**config.mk**
```make
export PLATFORM = sky130hd
export DESIGN_NAME = circular_fifo_with_search_core
export DESIGN_NICKNAME = d
export VERILOG_FILES = /design/src/hw/rtl/cfs_pkg.sv /design/src/hw/rtl/cfs_ram.sv /design/src/hw/rtl/cfs_ctrl.sv /design/src/hw/rtl/cfs_dp.sv /design/src/hw/rtl/circular_fifo_with_search_core.sv
export SDC_FILE = /design/constraint.sdc
export NUM_CORES = 1
export LEC_CHECK = 0
export BUFFER_PORTS_ARGS = -buffer_cell sky130_fd_sc_hd__buf_2
export CORE_MARGIN = 2
export CORE_UTILIZATION = 66
export DETAILED_ROUTE_END_ITERATION = 10
export PLACE_DENSITY_LB_ADDON = 0.1
export SETUP_SLACK_MARGIN = 0.4
export SYNTH_ARGS = -nofsm -noshare
export SYNTH_HDL_FRONTEND = slang
export SYNTH_SLANG_ARGS = --single-unit
```
**constraint.sdc**
```tcl
create_clock -name clk -period 10.1 [get_ports clk]
set_clock_uncertainty 0.05 [all_clocks]
set_input_delay 1.515 -clock clk [delete_from_list [all_inputs] [get_ports clk]]
set_output_delay 1.515 -clock clk [all_outputs]
set_load 0.05 [all_outputs]
```
**src/hw/rtl/cfs_pkg.sv**
```systemverilog
// cfs_pkg: command codes, queue depth and controller/datapath interface structs
// for the circular FIFO with search. No dependencies.
`default_nettype none

package cfs_pkg;

  localparam int unsigned DEPTH  = 16;
  localparam int unsigned DATA_W = 32;
  localparam int unsigned CMD_W  = 2;
  localparam int unsigned POS_W  = $clog2(DEPTH);
  localparam int unsigned CNT_W  = $clog2(DEPTH + 1);

  typedef enum logic [CMD_W-1:0] {
    CMD_PUSH  = 2'd0,
    CMD_POP   = 2'd1,
    CMD_FIND  = 2'd2,
    CMD_CLEAR = 2'd3
  } cmd_t;

  // controller -> datapath
  typedef struct packed {
    logic load;       // latch search value
    logic push;       // write word, advance tail
    logic pop;        // advance head, report read data
    logic clear;      // empty the queue
    logic scan_init;  // start scan at head
    logic scan_next;  // advance scan by one entry
    logic scanning;   // read address follows scan pointer
    logic emit;       // present a result next cycle
    logic refused;    // result is a refusal
    logic hit;        // result is a search match
  } ctrl_cmd_t;

  // datapath -> controller
  typedef struct packed {
    logic empty;
    logic full;
    logic match;      // read data equals search value
    logic last;       // current scan entry is the newest
  } dp_status_t;

endpackage

`default_nettype wire

```
**src/hw/rtl/cfs_ram.sv**
```systemverilog
// cfs_ram: generic single-write, single-read RAM with registered read.
// No dependencies.
`default_nettype none

module cfs_ram #(
  parameter int unsigned WIDTH = 32,
  parameter int unsigned DEPTH = 16
) (
  input  wire logic                     clk,
  input  wire logic                     we,
  input  wire logic [$clog2(DEPTH)-1:0] waddr,
  input  wire logic [WIDTH-1:0]         wdata,
  input  wire logic [$clog2(DEPTH)-1:0] raddr,
  output logic      [WIDTH-1:0]         rdata
);

  logic [WIDTH-1:0] mem_r [DEPTH];
  logic [WIDTH-1:0] rdata_r;

  always_ff @(posedge clk) begin
    if (we) begin
      mem_r[waddr] <= wdata;
    end
    rdata_r <= mem_r[raddr];
  end

  assign rdata = rdata_r;

endmodule

`default_nettype wire

```
**src/hw/rtl/cfs_ctrl.sv**
```systemverilog
// cfs_ctrl: command sequencer for the circular FIFO with search.
// Depends on cfs_pkg.
`default_nettype none

module cfs_ctrl
  import cfs_pkg::*;
(
  input  wire logic             clk,
  input  wire logic             rst_n,
  input  wire logic             start,
  input  wire logic [CMD_W-1:0] cmd,
  input  wire dp_status_t       status,
  output logic                  busy,
  output ctrl_cmd_t             ctl
);

  typedef enum logic [1:0] {
    ST_IDLE,
    ST_POP,
    ST_FIND
  } state_t;

  state_t state_r;
  state_t state_nxt;

  always_ff @(posedge clk) begin
    if (!rst_n) begin
      state_r <= ST_IDLE;
    end else begin
      state_r <= state_nxt;
    end
  end

  always_comb begin
    state_nxt = state_r;
    ctl       = '0;
    unique case (state_r)
      ST_IDLE: begin
        if (start) begin
          ctl.load = 1'b1;
          unique case (cmd_t'(cmd))
            CMD_PUSH: begin
              ctl.emit = 1'b1;
              if (status.full) begin
                ctl.refused = 1'b1;
              end else begin
                ctl.push = 1'b1;
              end
            end
            CMD_POP: begin
              if (status.empty) begin
                ctl.emit    = 1'b1;
                ctl.refused = 1'b1;
              end else begin
                state_nxt = ST_POP;
              end
            end
            CMD_FIND: begin
              if (status.empty) begin
                ctl.emit = 1'b1;
              end else begin
                ctl.scan_init = 1'b1;
                state_nxt     = ST_FIND;
              end
            end
            CMD_CLEAR: begin
              ctl.clear = 1'b1;
              ctl.emit  = 1'b1;
            end
          endcase
        end
      end
      ST_POP: begin
        ctl.pop   = 1'b1;
        ctl.emit  = 1'b1;
        state_nxt = ST_IDLE;
      end
      ST_FIND: begin
        ctl.scanning = 1'b1;
        if (status.match) begin
          ctl.emit  = 1'b1;
          ctl.hit   = 1'b1;
          state_nxt = ST_IDLE;
        end else if (status.last) begin
          ctl.emit  = 1'b1;
          state_nxt = ST_IDLE;
        end else begin
          ctl.scan_next = 1'b1;
        end
      end
      default: begin
        state_nxt = ST_IDLE;
      end
    endcase
  end

  assign busy = (state_r != ST_IDLE);

endmodule

`default_nettype wire

```
**src/hw/rtl/cfs_dp.sv**
```systemverilog
// cfs_dp: ring indices, occupancy, scan pointer, store and result
// registers. Depends on cfs_pkg and cfs_ram.
`default_nettype none

module cfs_dp
  import cfs_pkg::*;
(
  input  wire logic                     clk,
  input  wire logic                     rst_n,
  input  wire logic        [DATA_W-1:0] value,
  input  wire ctrl_cmd_t                ctl,
  output dp_status_t                    status,
  output logic                          res_valid,
  output logic             [DATA_W-1:0] res_pop_data,
  output logic                          res_found,
  output logic             [POS_W-1:0]  res_position,
  output logic             [CNT_W-1:0]  res_count,
  output logic                          res_full,
  output logic                          res_empty,
  output logic                          res_refused
);

  localparam int unsigned AW = $clog2(DEPTH);
  localparam int unsigned CW = $clog2(DEPTH + 1);

  function automatic logic [AW-1:0] ring_next(input logic [AW-1:0] idx);
    ring_next = (idx == AW'(DEPTH - 1)) ? '0 : idx + AW'(1);
  endfunction

  logic [AW-1:0]     head_r, head_nxt;
  logic [AW-1:0]     tail_r, tail_nxt;
  logic [CW-1:0]     count_r, count_nxt;
  logic [AW-1:0]     ptr_r, ptr_nxt;
  logic [AW-1:0]     k_r, k_nxt;
  logic [DATA_W-1:0] value_r;
  logic              valid_r;
  logic [DATA_W-1:0] pop_data_r;
  logic              found_r;
  logic [AW-1:0]     position_r;
  logic              refused_r;

  logic [AW-1:0]     wr_addr;
  logic [AW-1:0]     rd_addr;
  logic [DATA_W-1:0] rd_data;

  assign wr_addr = ring_next(tail_r);
  assign rd_addr = ctl.scanning ? ring_next(ptr_r) : head_r;

  cfs_ram #(
    .WIDTH (DATA_W),
    .DEPTH (DEPTH)
  ) u_store (
    .clk   (clk),
    .we    (ctl.push),
    .waddr (wr_addr),
    .wdata (value),
    .raddr (rd_addr),
    .rdata (rd_data)
  );

  always_comb begin
    head_nxt  = head_r;
    tail_nxt  = tail_r;
    count_nxt = count_r;
    ptr_nxt   = ptr_r;
    k_nxt     = k_r;
    if (ctl.push) begin
      tail_nxt  = wr_addr;
      count_nxt = count_r + CW'(1);
    end
    if (ctl.pop) begin
      head_nxt  = ring_next(head_r);
      count_nxt = count_r - CW'(1);
    end
    if (ctl.clear) begin
      head_nxt  = ring_next(tail_r);
      count_nxt = '0;
    end
    if (ctl.scan_init) begin
      ptr_nxt = head_r;
      k_nxt   = '0;
    end
    if (ctl.scan_next) begin
      ptr_nxt = ring_next(ptr_r);
      k_nxt   = k_r + AW'(1);
    end
  end

  always_ff @(posedge clk) begin
    if (!rst_n) begin
      head_r  <= '0;
      tail_r  <= AW'(DEPTH - 1);
      count_r <= '0;
      valid_r <= 1'b0;
    end else begin
      head_r  <= head_nxt;
      tail_r  <= tail_nxt;
      count_r <= count_nxt;
      valid_r <= ctl.emit;
    end
  end

  always_ff @(posedge clk) begin
    ptr_r <= ptr_nxt;
    k_r   <= k_nxt;
    if (ctl.load) begin
      value_r <= value;
    end
    if (ctl.emit) begin
      pop_data_r <= ctl.pop ? rd_data : '0;
      found_r    <= ctl.hit;
      position_r <= ctl.hit ? k_r : '0;
      refused_r  <= ctl.refused;
    end
  end

  assign status.empty = (count_r == '0);
  assign status.full  = (count_r == CW'(DEPTH));
  assign status.match = (rd_data == value_r);
  assign status.last  = ((CW'(k_r) + CW'(1)) == count_r);

  assign res_valid    = valid_r;
  assign res_pop_data = pop_data_r;
  assign res_found    = found_r;
  assign res_position = POS_W'(position_r);
  assign res_count    = CNT_W'(count_r);
  assign res_full     = (count_r == CW'(DEPTH));
  assign res_empty    = (count_r == '0);
  assign res_refused  = refused_r;

endmodule

`default_nettype wire

```
**src/hw/rtl/circular_fifo_with_search_core.sv**
```systemverilog
// Ring-buffer FIFO with search. Push, clear and refused commands: result strobe
// in the cycle after accept, busy never set. Pop: result via the ST_POP state and
// the result register; busy for a single cycle. Find: scans one entry per cycle
// via the store's registered read port; a match at offset k strobes once entries
// 0..k are compared, a miss once all are (if empty, the cycle after accept).
// Synchronous reset empties the queue; store contents are not cleared.
`default_nettype none

module circular_fifo_with_search_core
  import cfs_pkg::*;
(
  input  wire logic                     clk,
  input  wire logic                     rst_n,
  input  wire logic                     start,
  output logic                          busy,
  input  wire logic        [CMD_W-1:0]  in_cmd,
  input  wire logic signed [DATA_W-1:0] in_value,
  output logic                          out_valid,
  output logic signed      [DATA_W-1:0] out_pop_data,
  output logic                          out_found,
  output logic             [POS_W-1:0]  out_position,
  output logic             [CNT_W-1:0]  out_count,
  output logic                          out_is_full,
  output logic                          out_is_empty,
  output logic                          out_refused
);

  ctrl_cmd_t         ctl;
  dp_status_t        status;
  logic [DATA_W-1:0] pop_data;

  cfs_ctrl u_ctrl (
    .clk    (clk),
    .rst_n  (rst_n),
    .start  (start),
    .cmd    (in_cmd),
    .status (status),
    .busy   (busy),
    .ctl    (ctl)
  );

  cfs_dp u_dp (
    .clk          (clk),
    .rst_n        (rst_n),
    .value        (in_value),
    .ctl          (ctl),
    .status       (status),
    .res_valid    (out_valid),
    .res_pop_data (pop_data),
    .res_found    (out_found),
    .res_position (out_position),
    .res_count    (out_count),
    .res_full     (out_is_full),
    .res_empty    (out_is_empty),
    .res_refused  (out_refused)
  );

  assign out_pop_data = pop_data;

endmodule

`default_nettype wire

```
==> metrics.md, run 1 <==
| Metric | Value |
|---|---|
| Status | `complete, no violations` |
| Synth Flop Type | `edfxtp_1` |
| Synth top area share | `0.708` |
| Cells along the critical path | `nand2b_1, a21o_4, buf_4, mux2i_1, mux2i_1, mux2i_1, o22ai_1` |
| CP Launch Type | `flip-flop` |
| Core box area | `37500 µm²` |
| Antenna diodes | `0` |
| Die ar. | `between 30000 and 40000 µm²` |
| Fin. Hold Viols | `0` |
| Input/output buffers | `83` |
| Critical Path Sink | `u_dp.u_store.rdata[4]$_DFF_P_` |
| Critical Path RT | `roughly 11 ns` |
| #FFs+latches synth | `~640` |
| Reg2reg start | `u_ctrl.state_r[0]$_SDFFE_PN0P_` |
| CTS Hold Buffers Added | `0` |
| Endpoints failing setup | `0` |
| RePlAce Congestion | `about 0.8` |
| CP Class | `flip-flop to flip-flop` |
| CP max FO | `63` |
| Arr. time, crit path | `roughly 4.4 ns` |
| Final min period | `3.99 ns` |
| HP Class | `flip-flop to flip-flop` |
| WL met3 | `approximately 4400 µm` |
| Initial core utilization | `0.668` |
| Root Buffer | `clkbuf_16` |
| # Post-CTS Setup Buffers | `0` |
| Row count | `slightly above 70` |
| R2R Path End | `u_dp.u_store.rdata[4]$_DFF_P_` |
| Asr flop ratio synth | `0` |
| Final wirelength | `around 54000 µm` |
| Metal-1 WL | `21600 µm` |
| Largest net degree at the start of global routing | `158` |
| Worst Setup SP | `u_ctrl.state_r[0]$_SDFFE_PN0P_` |
| Setup TNS | `0 ns` |
| P&R area growth vs syn | `11.6%` |
| Top Layer Used | `met4` |
| Fin. max-slew vios | `0` |
| Antenna viol nets, final | `0` |
| Synth Cell Area | `between 20000 and 30000 µm²` |
| Pleak | `between 9 and 10 nW` |
| Vias in the first global route | `between 10000 and 15000` |
| CP Capture Type | `flip-flop` |
| Clock slew at reported path FFs | `0.06 ns` |
| Max Cap Violations | `0` |
| Largest stage delay on the critical path | `0.81 ns` |
| Hold path cells | `2` |
| Pwr per Cell Area | `205 nW/µm²` |
| Top-count cell post-synth | `edfxtp_1` |
| # clock sinks | `638` |
| Dominant cell type by area after synthesis | `edfxtp_1` |
| DR pass1 iterations | `6` |
| CTS tree | `yes` |
| Clock Path Buffers | `3` |
| Syn_nets | `roughly 1700` |
| Cells after Synth | `around 1700` |
| DRC Markers | `0` |
| Slew headroom | `0.197` |
| CTS resizes | `0` |
| Vert. Die Dim | `about 200 µm` |
| Met2 routed WL | `between 20000 and 30000 µm` |
| Overflow after GRT | `0` |
| Total number of vias | `approximately 14000` |
| Worst Reg-to-Reg Cells | `7` |
| I/O pins | `84` |
| Warnings from Yosys | `0` |
| Nets@finish | `around 1800` |
| CTS H-tree lvls | `2` |
| Setup slack, reg-to-reg | `approximately 6.1 ns` |
| Top post-synthesis cells by count | `edfxtp_1 (590), nand2_1 (297), mux2i_1 (167)` |
| Unique cell type count in the Yosys netlist | `48` |
| Final Util | `0.745` |
| Post-DR wirelength/cell | `approximately 23 µm` |
| Synth area leaders | `edfxtp_1 (71%), mux2i_1 (6.7%), nand2_1 (4.5%), dfxtp_1 (3.8%), nand3_1 (2.2%)` |
| Initial DRC Count | `roughly 1500` |
| Share of cells above drive strength 1 | `0.129` |
| Unrepaired setup endpoints after global routing | `false` |
| Antenna violations before repair | `0` |
| Slowest cell on the critical path | `buf_4` |
| Sequential cell area fraction in the yosys report | `0.746` |
| HPWL after DPL | `between 20000 and 30000 µm` |
| CTS Buf Count | `about 60` |
| Maximum vdd drop | `about 0.18 mV` |
| Post-synth EDFFs | `590` |
| Period utilization | `0.395` |
| First-pass GRT wire length | `between 80000 and 90000 µm` |
| Top cell by count, worst path | `mux2i_1` |
| Least-Margin Pin Slew | `about 1.2 ns` |
| Vias per Instance | `between 6 and 7` |
| Die Wd | `199 µm` |
| Clk_lat worst skew | `roughly 0.62 ns` |
| Max Clk Rate | `0.250 GHz` |
| Avg Cell Area, Syn | `~15 µm²` |
| Tot GR Track Use | `0.279` |
## metal layers
metal	vias to the layer above	global-route usage
li1	6373	-
met1	7025	0.386
met2	649	0.461
met3	97	0.0424
met4	0	0.0951
met5	-	0
## power by group
part	switching (W)	leakage (nW)	total [W]	internal [W]
combinational	0.000329	2.87	0.000457	0.000128
sequential	0.0000364	5.78	0.00299	0.00296
clock	0.000940	0.987	0.00227	0.00133
total	0.00131	9.63	0.00572	0.00441
## worst max-delay path, delay by kind of cell, from the launching register on
family,cells,cell delay [ns]
buffers and inverters,1,0.81
flip-flops,1,0.51
AND/OR/NAND/NOR,1,0.65
multiplexers,3,0.86
AO/OA/AOI/OAI,2,0.92
## cell type report
type,instances,area [µm²]
Fill cell,2312,9550
Sequential cell,638,18700
Clock inverter,34,313
Tap cell,511,639
Multi-Input combinational cell,922,6010
Timing Repair Buffer,97,533
Inverter,16,60.1
Clock buffer,82,1700
## through the flow
stage | cells | setup WS [ns] | total power, W | area, µm² | hold WS, ns
6_report | 2300 | 6.11 | 0.00572 | 27900 | 0.447
4_1_cts | 2300 | 6.11 | 0.00574 | 27900 | 0.446
5_1_grt | 2300 | 5.91 | 0.00587 | 27900 | 0.474
3_3_place_gp | 2184 | 5.59 | 0.00349 | 25900 | 0.428
3_5_place_dp | 2184 | 5.52 | 0.00350 | 25900 | 0.438
2_1_floorplan | 1663 | 4.97 | 0.00333 | 25000 | 0.413
## cells in the final DEF (no fill, tap or decap), types with 22 or more instances in the layout
master and n:
clkbuf_16 63, a32oi_1 23, mux2i_1 167, and2_1 38
buf_2 83, nand3_1 109, nand2_1 297, dfxtp_1 48
nor2_1 22, a21oi_1 67, edfxtp_1 590, xor2_1 38
o22ai_1 24
## state kept, by name (all words and copies together) (netlist names)
name,count
u_ctrl.state_r,2
u_dp.head_r,4
u_dp.k_r,4
u_dp.ptr_r,4
u_dp.res_count,5
u_dp.res_found,1
u_dp.res_pop_data,32
u_dp.res_position,4
u_dp.res_refused,1
u_dp.res_valid,1
u_dp.tail_r,4
u_dp.u_store.mem_r,512
u_dp.u_store.rdata,32
u_dp.value_r,32
## cells by family after synthesis
| logic type | count (synthesis) | synth area share |
|---|---|---|
| fa+ha+maj | 16 | 0.00830 |
| xor+xnor | 46 | 0.0161 |
| simple gates | 525 | 0.0944 |
| compound gates | 155 | 0.0393 |
| mux | 180 | 0.0780 |
| buf+inv | 103 | 0.0174 |
| flops | 638 | 0.746 |
## worst min path at each step
stage	startpoint	end	slack, ns
finish	u_dp.head_r[2]$_SDFFE_PN0P_	u_dp.head_r[2]$_SDFFE_PN0P_	0.45
global route	u_dp.head_r[2]$_SDFFE_PN0P_	u_dp.head_r[2]$_SDFFE_PN0P_	0.47
CTS	u_dp.head_r[2]$_SDFFE_PN0P_	u_dp.head_r[2]$_SDFFE_PN0P_	0.45
detailed placement	u_dp.head_r[2]$_SDFFE_PN0P_	u_dp.head_r[2]$_SDFFE_PN0P_	0.44
global placement	u_dp.head_r[2]$_SDFFE_PN0P_	u_dp.head_r[2]$_SDFFE_PN0P_	0.43
floorplan	u_dp.head_r[2]$_SDFFE_PN0P_	u_dp.head_r[2]$_SDFFE_PN0P_	0.41
No activity file was read; power rests on OpenSTA's default activity.
==> run 2: changes to the inputs <==
--- a/config.mk
+++ b/config.mk
@@ -7,7 +7,7 @@
 export LEC_CHECK = 0
 export BUFFER_PORTS_ARGS = -buffer_cell sky130_fd_sc_hd__buf_2
 export CORE_MARGIN = 2
-export CORE_UTILIZATION = 66
+export CORE_UTILIZATION = 56
 export DETAILED_ROUTE_END_ITERATION = 10
 export PLACE_DENSITY_LB_ADDON = 0.1
 export SETUP_SLACK_MARGIN = 0.4
==> constraint.sdc (replaced) <==
create_clock -name clk -period 3.65 [get_ports clk]
set_clock_uncertainty 0.05 [all_clocks]
set_input_delay 0.5475 -clock clk [delete_from_list [all_inputs] [get_ports clk]]
set_output_delay 0.5475 -clock clk [all_outputs]
set_load 0.05 [all_outputs]
==> run 2 against run 1 <==
Effect of this change:
- total power grew to 2.8 times the previous value
- sequential share of layout area is 1.8 points lower
- count of clock-buffer cells in the layout is 2 lower
- cell count is 5.2% higher
- critical path depth stayed put
==> metrics.md, run 2 (synthesized netlist as in run 1, its figures left out) <==
| Metric | Value |
|---|---|
| Status | `complete, no violations (unchanged)` |
| Clk_lat worst skew | `0.63 ns (was 0.62 ns)` |
| Vias per Instance | `5.83 (was 6.15)` |
| Row count | `77 (was 71)` |
| CP Launch Type | `flip-flop (unchanged)` |
| HPWL after DPL | `32900 µm (was 30000 µm)` |
| Fin. Hold Viols | `0 (unchanged)` |
| Input/output buffers | `83 (unchanged)` |
| Fillers | `3189 (was 2312)` |
| Grt met2 use | `0.393 (was 0.461)` |
| CTS H-tree lvls | `2 (unchanged)` |
| DR pass1 iterations | `5 (was 6)` |
| Fin. max-slew vios | `0 (unchanged)` |
| # clock sinks | `638 (unchanged)` |
| First-pass GRT wire length | `85000 µm (was 80800 µm)` |
| Unrepaired setup endpoints after global routing | `false (unchanged)` |
| Vert. Die Dim | `215 µm (was 199 µm)` |
| Final Util | `0.651 (was 0.745)` |
| Share of cells above drive strength 1 | `0.148 (was 0.129)` |
| Antenna violations before repair | `2 (was 0)` |
| Placed cells | `2301 (was 2184)` |
| P&R area growth vs syn | `14.7% (was 11.6%)` |
| GR Util met3 | `0.0513 (was 0.0424)` |
| CP max FO | `18 (was 63)` |
| Vias in the first global route | `13876 (was 13846)` |
| Initial core utilization | `0.567 (was 0.668)` |
| Largest net degree at the start of global routing | `99 (was 158)` |
| Final min period | `3.00 ns (was 3.99 ns)` |
| Maximum vdd drop | `0.511 mV (was 0.177 mV)` |
| Design Area, Final | `28700 µm² (was 27900 µm²)` |
| RePlAce Congestion | `0.791 (was 0.817)` |
| CTS tree | `yes (unchanged)` |
| GRT busiest layer | `met2 (unchanged)` |
| Period utilization | `0.822 (was 0.395)` |
| Antenna viol nets, final | `0 (unchanged)` |
| Final wirelength | `56700 µm (was 53900 µm)` |
| Tot GR Track Use | `0.247 (was 0.279)` |
| Least-Margin Pin Slew | `1.16 ns (was 1.20 ns)` |
| Clock Path Buffers | `3 (unchanged)` |
| Grt met1 use | `0.344 (was 0.386)` |
| CP Capture Type | `flip-flop (unchanged)` |
| Pwr per Cell Area | `567 nW/µm² (was 205 nW/µm²)` |
| Die Wd | `215 µm (was 199 µm)` |
| CTS Buf Count | `61 (unchanged)` |
| # Post-CTS Setup Buffers | `0 (unchanged)` |
| Core box area | `44100 µm² (was 37500 µm²)` |
| HP Class | `primary input to flip-flop (was flip-flop to flip-flop)` |
| Largest register FFs | `512 (unchanged)` |
| Pleak | `9.94 nW (was 9.63 nW)` |
| Setup TNS | `0 ns (unchanged)` |
| Arr. time, crit path | `3.43 ns (was 4.41 ns)` |
| Hold Slack | `0.121 ns (was 0.447 ns)` |
| Post-DR wirelength/cell | `23.4 µm (about the same)` |
| Initial DRC Count | `1306 (was 1451)` |
| Most frequent cells in the layout | `edfxtp_1 (590), nand2_1 (297), mux2i_1 (167) (unchanged)` |
| Nets@finish | `1825 (was 1789)` |
| Max Cap Violations | `0 (unchanged)` |
| Critical Path RT | `4.08 ns (was 10.52 ns)` |
| Largest Register | `u_dp.u_store.mem_r (unchanged)` |
| Commonest non-fill, non-tap cell in the layout | `edfxtp_1 (unchanged)` |
| CP Class | `flip-flop to flip-flop (unchanged)` |
| Root Buffer | `clkbuf_16 (unchanged)` |
| Die ar. | `46400 µm² (was 39500 µm²)` |
| Max Clk Rate | `0.333 GHz (was 0.250 GHz)` |
| Clock slew at reported path FFs | `0.06 ns (about the same)` |
| DRC Markers | `0 (unchanged)` |
| Total number of vias | `14109 (was 14144)` |
| Endpoints failing setup | `0 (unchanged)` |
| I/O pins | `84 (unchanged)` |
| Slew headroom | `0.225 (was 0.197)` |
| Placed Area | `26500 µm² (was 25900 µm²)` |
| Overflow after GRT | `0 (unchanged)` |
| Final non-filler cell total | `2419 (was 2300)` |
[run 2: worst paths after layout]
| check | startpoint | slack (ns) | end | cells past startpoint |
|---|---|---|---|---|
| worst min register to register | u_dp.head_r[2]$_SDFFE_PN0P_ | 0.45 | u_dp.head_r[2]$_SDFFE_PN0P_ | 2 |
| worst min-delay path | rst_n | 0.12 | u_dp.tail_r[3]$_SDFFE_PN1P_ | 2 |
| worst max register to register | u_ctrl.state_r[0]$_SDFFE_PN0P_ | 0.65 | u_dp.u_store.rdata[31]$_DFF_P_ | 7 |
| worst max-delay path | u_ctrl.state_r[0]$_SDFFE_PN0P_ | 0.65 | u_dp.u_store.rdata[31]$_DFF_P_ | 7 |
[run 2: report_power, final]
group	switching, W	internal (W)	total (W)
Combinational	0.000897	0.000387	0.00128
Clock	0.00266	0.00405	0.00671
Sequential	0.000110	0.00818	0.00829
[run 2: worst max-delay path, stage by stage (launching register included)]
cell      delay [ns]
dfxtp_1         0.48
nand2b_1        0.65
nand2_1         0.30
o32ai_4         0.70
buf_4           0.38
a32oi_1         0.13
nand2_1         0.08
o22ai_1         0.07
[run 2: through the flow]
stage                     total power (W)  setup WS (ns)
after floorplan                   0.00923          0.326
after global routing               0.0168          0.537
final                              0.0163          0.651
after global placement            0.00971          0.668
after CTS                          0.0164          0.563
after detailed placement          0.00973          0.586
[run 2: final cells by class]
cell class | count | area, µm² | area share
inverter | 16 | 60.1 | 0.00209
timing repair buffer | 133 | 1030 | 0.0358
antenna | 2 | 5.00 | 0.000174
multi-input combinational | 922 | 6020 | 0.210
tap | 592 | 741 | 0.0258
clock inverter | 36 | 510 | 0.0178
clock buffer | 80 | 1660 | 0.0578
sequential | 638 | 18700 | 0.651
[run 2: repair_timing]
item	in CTS	in global routing
endpoints found under the setup margin	0	47
gates resized for setup	0	2
hold buffers	0	0
[run 2: layer usage]
metal  part of all wire  vias up  wire [µm]
met5                  0        -          0
met3              0.072       87       4080
met4              0.024        0       1340
met2               0.48      496      27000
li1                   -     6446          -
met1               0.43     7080      24300
==> run 3: changes to the inputs <==
==> constraint.sdc (replaced) <==
create_clock -name clk -period 2.64 [get_ports clk]
set_clock_uncertainty 0.05 [all_clocks]
set_input_delay 0.396 -clock clk [delete_from_list [all_inputs] [get_ports clk]]
set_output_delay 0.396 -clock clk [all_outputs]
set_load 0.05 [all_outputs]
==> run 3 against run 2 <==
Effect of this change:
- fmax is 23% higher
- routed wire length is 18% higher
- cell count grew 4.7%
- sequential share of layout area is 5.0 points lower
- sequential power increased by 39%
- non-clock buffer count increased by 112
- critical path type unchanged
- largest cell class unchanged
==> metrics.md, run 3 (synthesized netlist as in run 1, its figures left out) <==
| Metric | Value |
|---|---|
| Most frequent cells in the layout | `edfxtp_1 (590), nand2_1 (293), mux2i_1 (153) (was edfxtp_1 (590), nand2_1 (297), mux2i_1 (167))` |
| HPWL after DPL | `34800 µm (was 32900 µm)` |
| Worst Reg-to-Reg Cells | `8 (was 7)` |
| Nets@finish | `1942 (was 1825)` |
| Vias in the first global route | `14994 (was 13876)` |
| HP Class | `primary input to flip-flop (unchanged)` |
| CTS tree | `yes (unchanged)` |
| Hold path cells | `2 (unchanged)` |
| Period utilization | `0.926 (was 0.822)` |
| Placed Area | `27100 µm² (was 26500 µm²)` |
| Maximum vdd drop | `0.584 mV (was 0.511 mV)` |
| Least-Margin Pin Slew | `0.728 ns (was 1.16 ns)` |
| Largest Register | `u_dp.u_store.mem_r (unchanged)` |
| Critical Path RT | `2.88 ns (was 4.08 ns)` |
| Die ar. | `46400 µm² (unchanged)` |
| CP max FO | `5 (was 18)` |
| CTS Buf Count | `66 (was 61)` |
| DRC Markers | `0 (unchanged)` |
| GRT busiest layer | `met2 (unchanged)` |
| Vias per Instance | `5.99 (was 5.83)` |
| Total number of vias | `15175 (was 14109)` |
| Endpoints failing setup | `0 (unchanged)` |
| CTS H-tree lvls | `3 (was 2)` |
| Power Total | `0.0230 W (was 0.0163 W)` |
| Largest net degree at the start of global routing | `71 (was 99)` |
| Hold path endpoint | `u_dp.tail_r[3]$_SDFFE_PN1P_ (unchanged)` |
| Clk_lat worst skew | `0.59 ns (was 0.63 ns)` |
| Post-DR wirelength/cell | `26.3 µm (was 23.4 µm)` |
| DR pass1 iterations | `5 (unchanged)` |
| Unrepaired setup endpoints after global routing | `true (was false)` |
| # clock sinks | `638 (unchanged)` |
| Share of cells above drive strength 1 | `0.232 (was 0.148)` |
| Clock Path Buffers | `3 (unchanged)` |
| Placed cells | `2331 (was 2301)` |
| Fin. Hold Viols | `0 (unchanged)` |
| Fin. max-slew vios | `0 (unchanged)` |
| Largest register FFs | `512 (unchanged)` |
| Pwr per Cell Area | `738 nW/µm² (was 567 nW/µm²)` |
| R2R Path End | `u_dp.res_pop_data[24]$_SDFFCE_PN0P_ (was u_dp.u_store.rdata[31]$_DFF_P_)` |
| Input/output buffers | `83 (unchanged)` |
| CP Class | `flip-flop to flip-flop (unchanged)` |
| I/O pins | `84 (unchanged)` |
| Arr. time, crit path | `2.69 ns (was 3.43 ns)` |
| Hold Slack | `0.0621 ns (was 0.121 ns)` |
| Final non-filler cell total | `2533 (was 2419)` |
| Vert. Die Dim | `215 µm (unchanged)` |
| Initial core utilization | `0.567 (unchanged)` |
| Core box area | `44100 µm² (unchanged)` |
| Commonest non-fill, non-tap cell in the layout | `edfxtp_1 (unchanged)` |
| CTS Hold Buffers Added | `0 (unchanged)` |
| Max Cap Violations | `0 (unchanged)` |
| Initial DRC Count | `1761 (was 1306)` |
| GR Util met3 | `0.0500 (was 0.0513)` |
| Final Util | `0.705 (was 0.651)` |
| CP Launch Type | `flip-flop (unchanged)` |
| Max Clk Rate | `0.409 GHz (was 0.333 GHz)` |
| Final min period | `2.44 ns (was 3.00 ns)` |
| Overflow after GRT | `0 (unchanged)` |
| Clock slew at reported path FFs | `0.06 ns (about the same)` |
| Slew headroom | `0.515 (was 0.225)` |
| Pleak | `10.9 nW (was 9.94 nW)` |
| RePlAce Congestion | `0.807 (was 0.791)` |
| Die Wd | `215 µm (unchanged)` |
| Antenna viol nets, final | `0 (unchanged)` |
| First-pass GRT wire length | `94900 µm (was 85000 µm)` |
| Min-delay src | `rst_n (unchanged)` |
| CP Capture Type | `flip-flop (unchanged)` |
| Row count | `77 (unchanged)` |
| Antenna violations before repair | `3 (was 2)` |
| Reg2reg start | `u_dp.value_r[5]$_DFFE_PP_ (was u_ctrl.state_r[0]$_SDFFE_PN0P_)` |
| P&R area growth vs syn | `24.4% (was 14.7%)` |
| Tot GR Track Use | `0.278 (was 0.247)` |
| Setup slack, reg-to-reg | `0.20 ns (was 0.65 ns)` |
| Status | `complete, no violations (unchanged)` |
| Root Buffer | `clkbuf_16 (unchanged)` |
| Final wirelength | `66700 µm (was 56700 µm)` |
| Design Area, Final | `31100 µm² (was 28700 µm²)` |
| Grt met1 use | `0.395 (was 0.344)` |
| Grt met2 use | `0.444 (was 0.393)` |
[run 3: cell types whose count changed in the layout (fill, tap and decap cells not counted), sizes merged, moves of 2 or more]
cell / before / now
clkinv: 20 / 22
clkinvlp: 3 / 1
bufbuf: 0 / 4
buf: 133 / 228
bufinv: 12 / 4
clkbuf: 80 / 104
[run 3: stage by stage]
step                TNS, ns  setup WS [ns]
floorplan            -86.71         -0.170
global placement     -0.247        -0.0203
detailed placement    -1.20        -0.0390
CTS                       0          0.245
global route              0          0.125
finish                    0          0.195
[run 3: how the worst max path moves through the flow]
stage,start,endpoint,slack [ns],cells after the start
6_report,u_dp.value_r[5]$_DFFE_PP_,u_dp.res_pop_data[24]$_SDFFCE_PN0P_,0.20,8
5_1_grt,u_dp.ptr_r[0]$_DFFE_PP_,u_dp.u_store.rdata[29]$_DFF_P_,0.12,10
4_1_cts,u_dp.value_r[13]$_DFFE_PP_,u_dp.res_pop_data[17]$_SDFFCE_PN0P_,0.24,9
3_5_place_dp,u_dp.value_r[25]$_DFFE_PP_,u_dp.res_pop_data[22]$_SDFFCE_PN0P_,-0.04,6
3_3_place_gp,u_dp.value_r[25]$_DFFE_PP_,u_dp.res_pop_data[28]$_SDFFCE_PN0P_,-0.02,6
2_1_floorplan,start,u_dp.u_store.mem_r[12][0]$_DFFE_PP_,-0.17,5
[run 3: per-layer routing]
layer,up-vias,part of all wire
li1,6688,-
met1,7627,0.41
met2,731,0.47
met3,127,0.083
met4,2,0.028
met5,-,0.00027
[run 3: timing repair]
| item | 4_1_cts | 5_1_grt |
|---|---|---|
| gates cloned | 18 | 13 |
| endpoints found under the setup margin | 579 | 417 |
| buffers inserted | 35 | 16 |
| resized for setup | 77 | 70 |
| pin swaps | 27 | 29 |
| hold endpoints to repair | 0 | 0 |
[run 3: power breakdown]
group | internal (W) | total (W) | switching (W)
combinational | 0.000949 | 0.00246 | 0.00151
sequential | 0.0113 | 0.0115 | 0.000156
clock | 0.00532 | 0.00904 | 0.00372
[run 3: final cells by class]
type | count | area (µm²)
sequential | 638 | 18700
inverter | 16 | 63.8
tap | 592 | 741
clock buffer | 91 | 1860
antenna | 2 | 5.00
clock inverter | 27 | 226
fill | 2862 | 13000
multi-input combinational | 922 | 6470
timing repair buffer | 245 | 3060
[run 3: critical path, stage by stage (launching register included)]
cell and delay (ns):
edfxtp_1 0.42, xor2_2 0.23, nor4_4 0.38, nand4_1 0.17, buf_6 0.18, o22ai_4 0.17
a221o_2 0.23, buf_6 0.17, buf_16 0.15
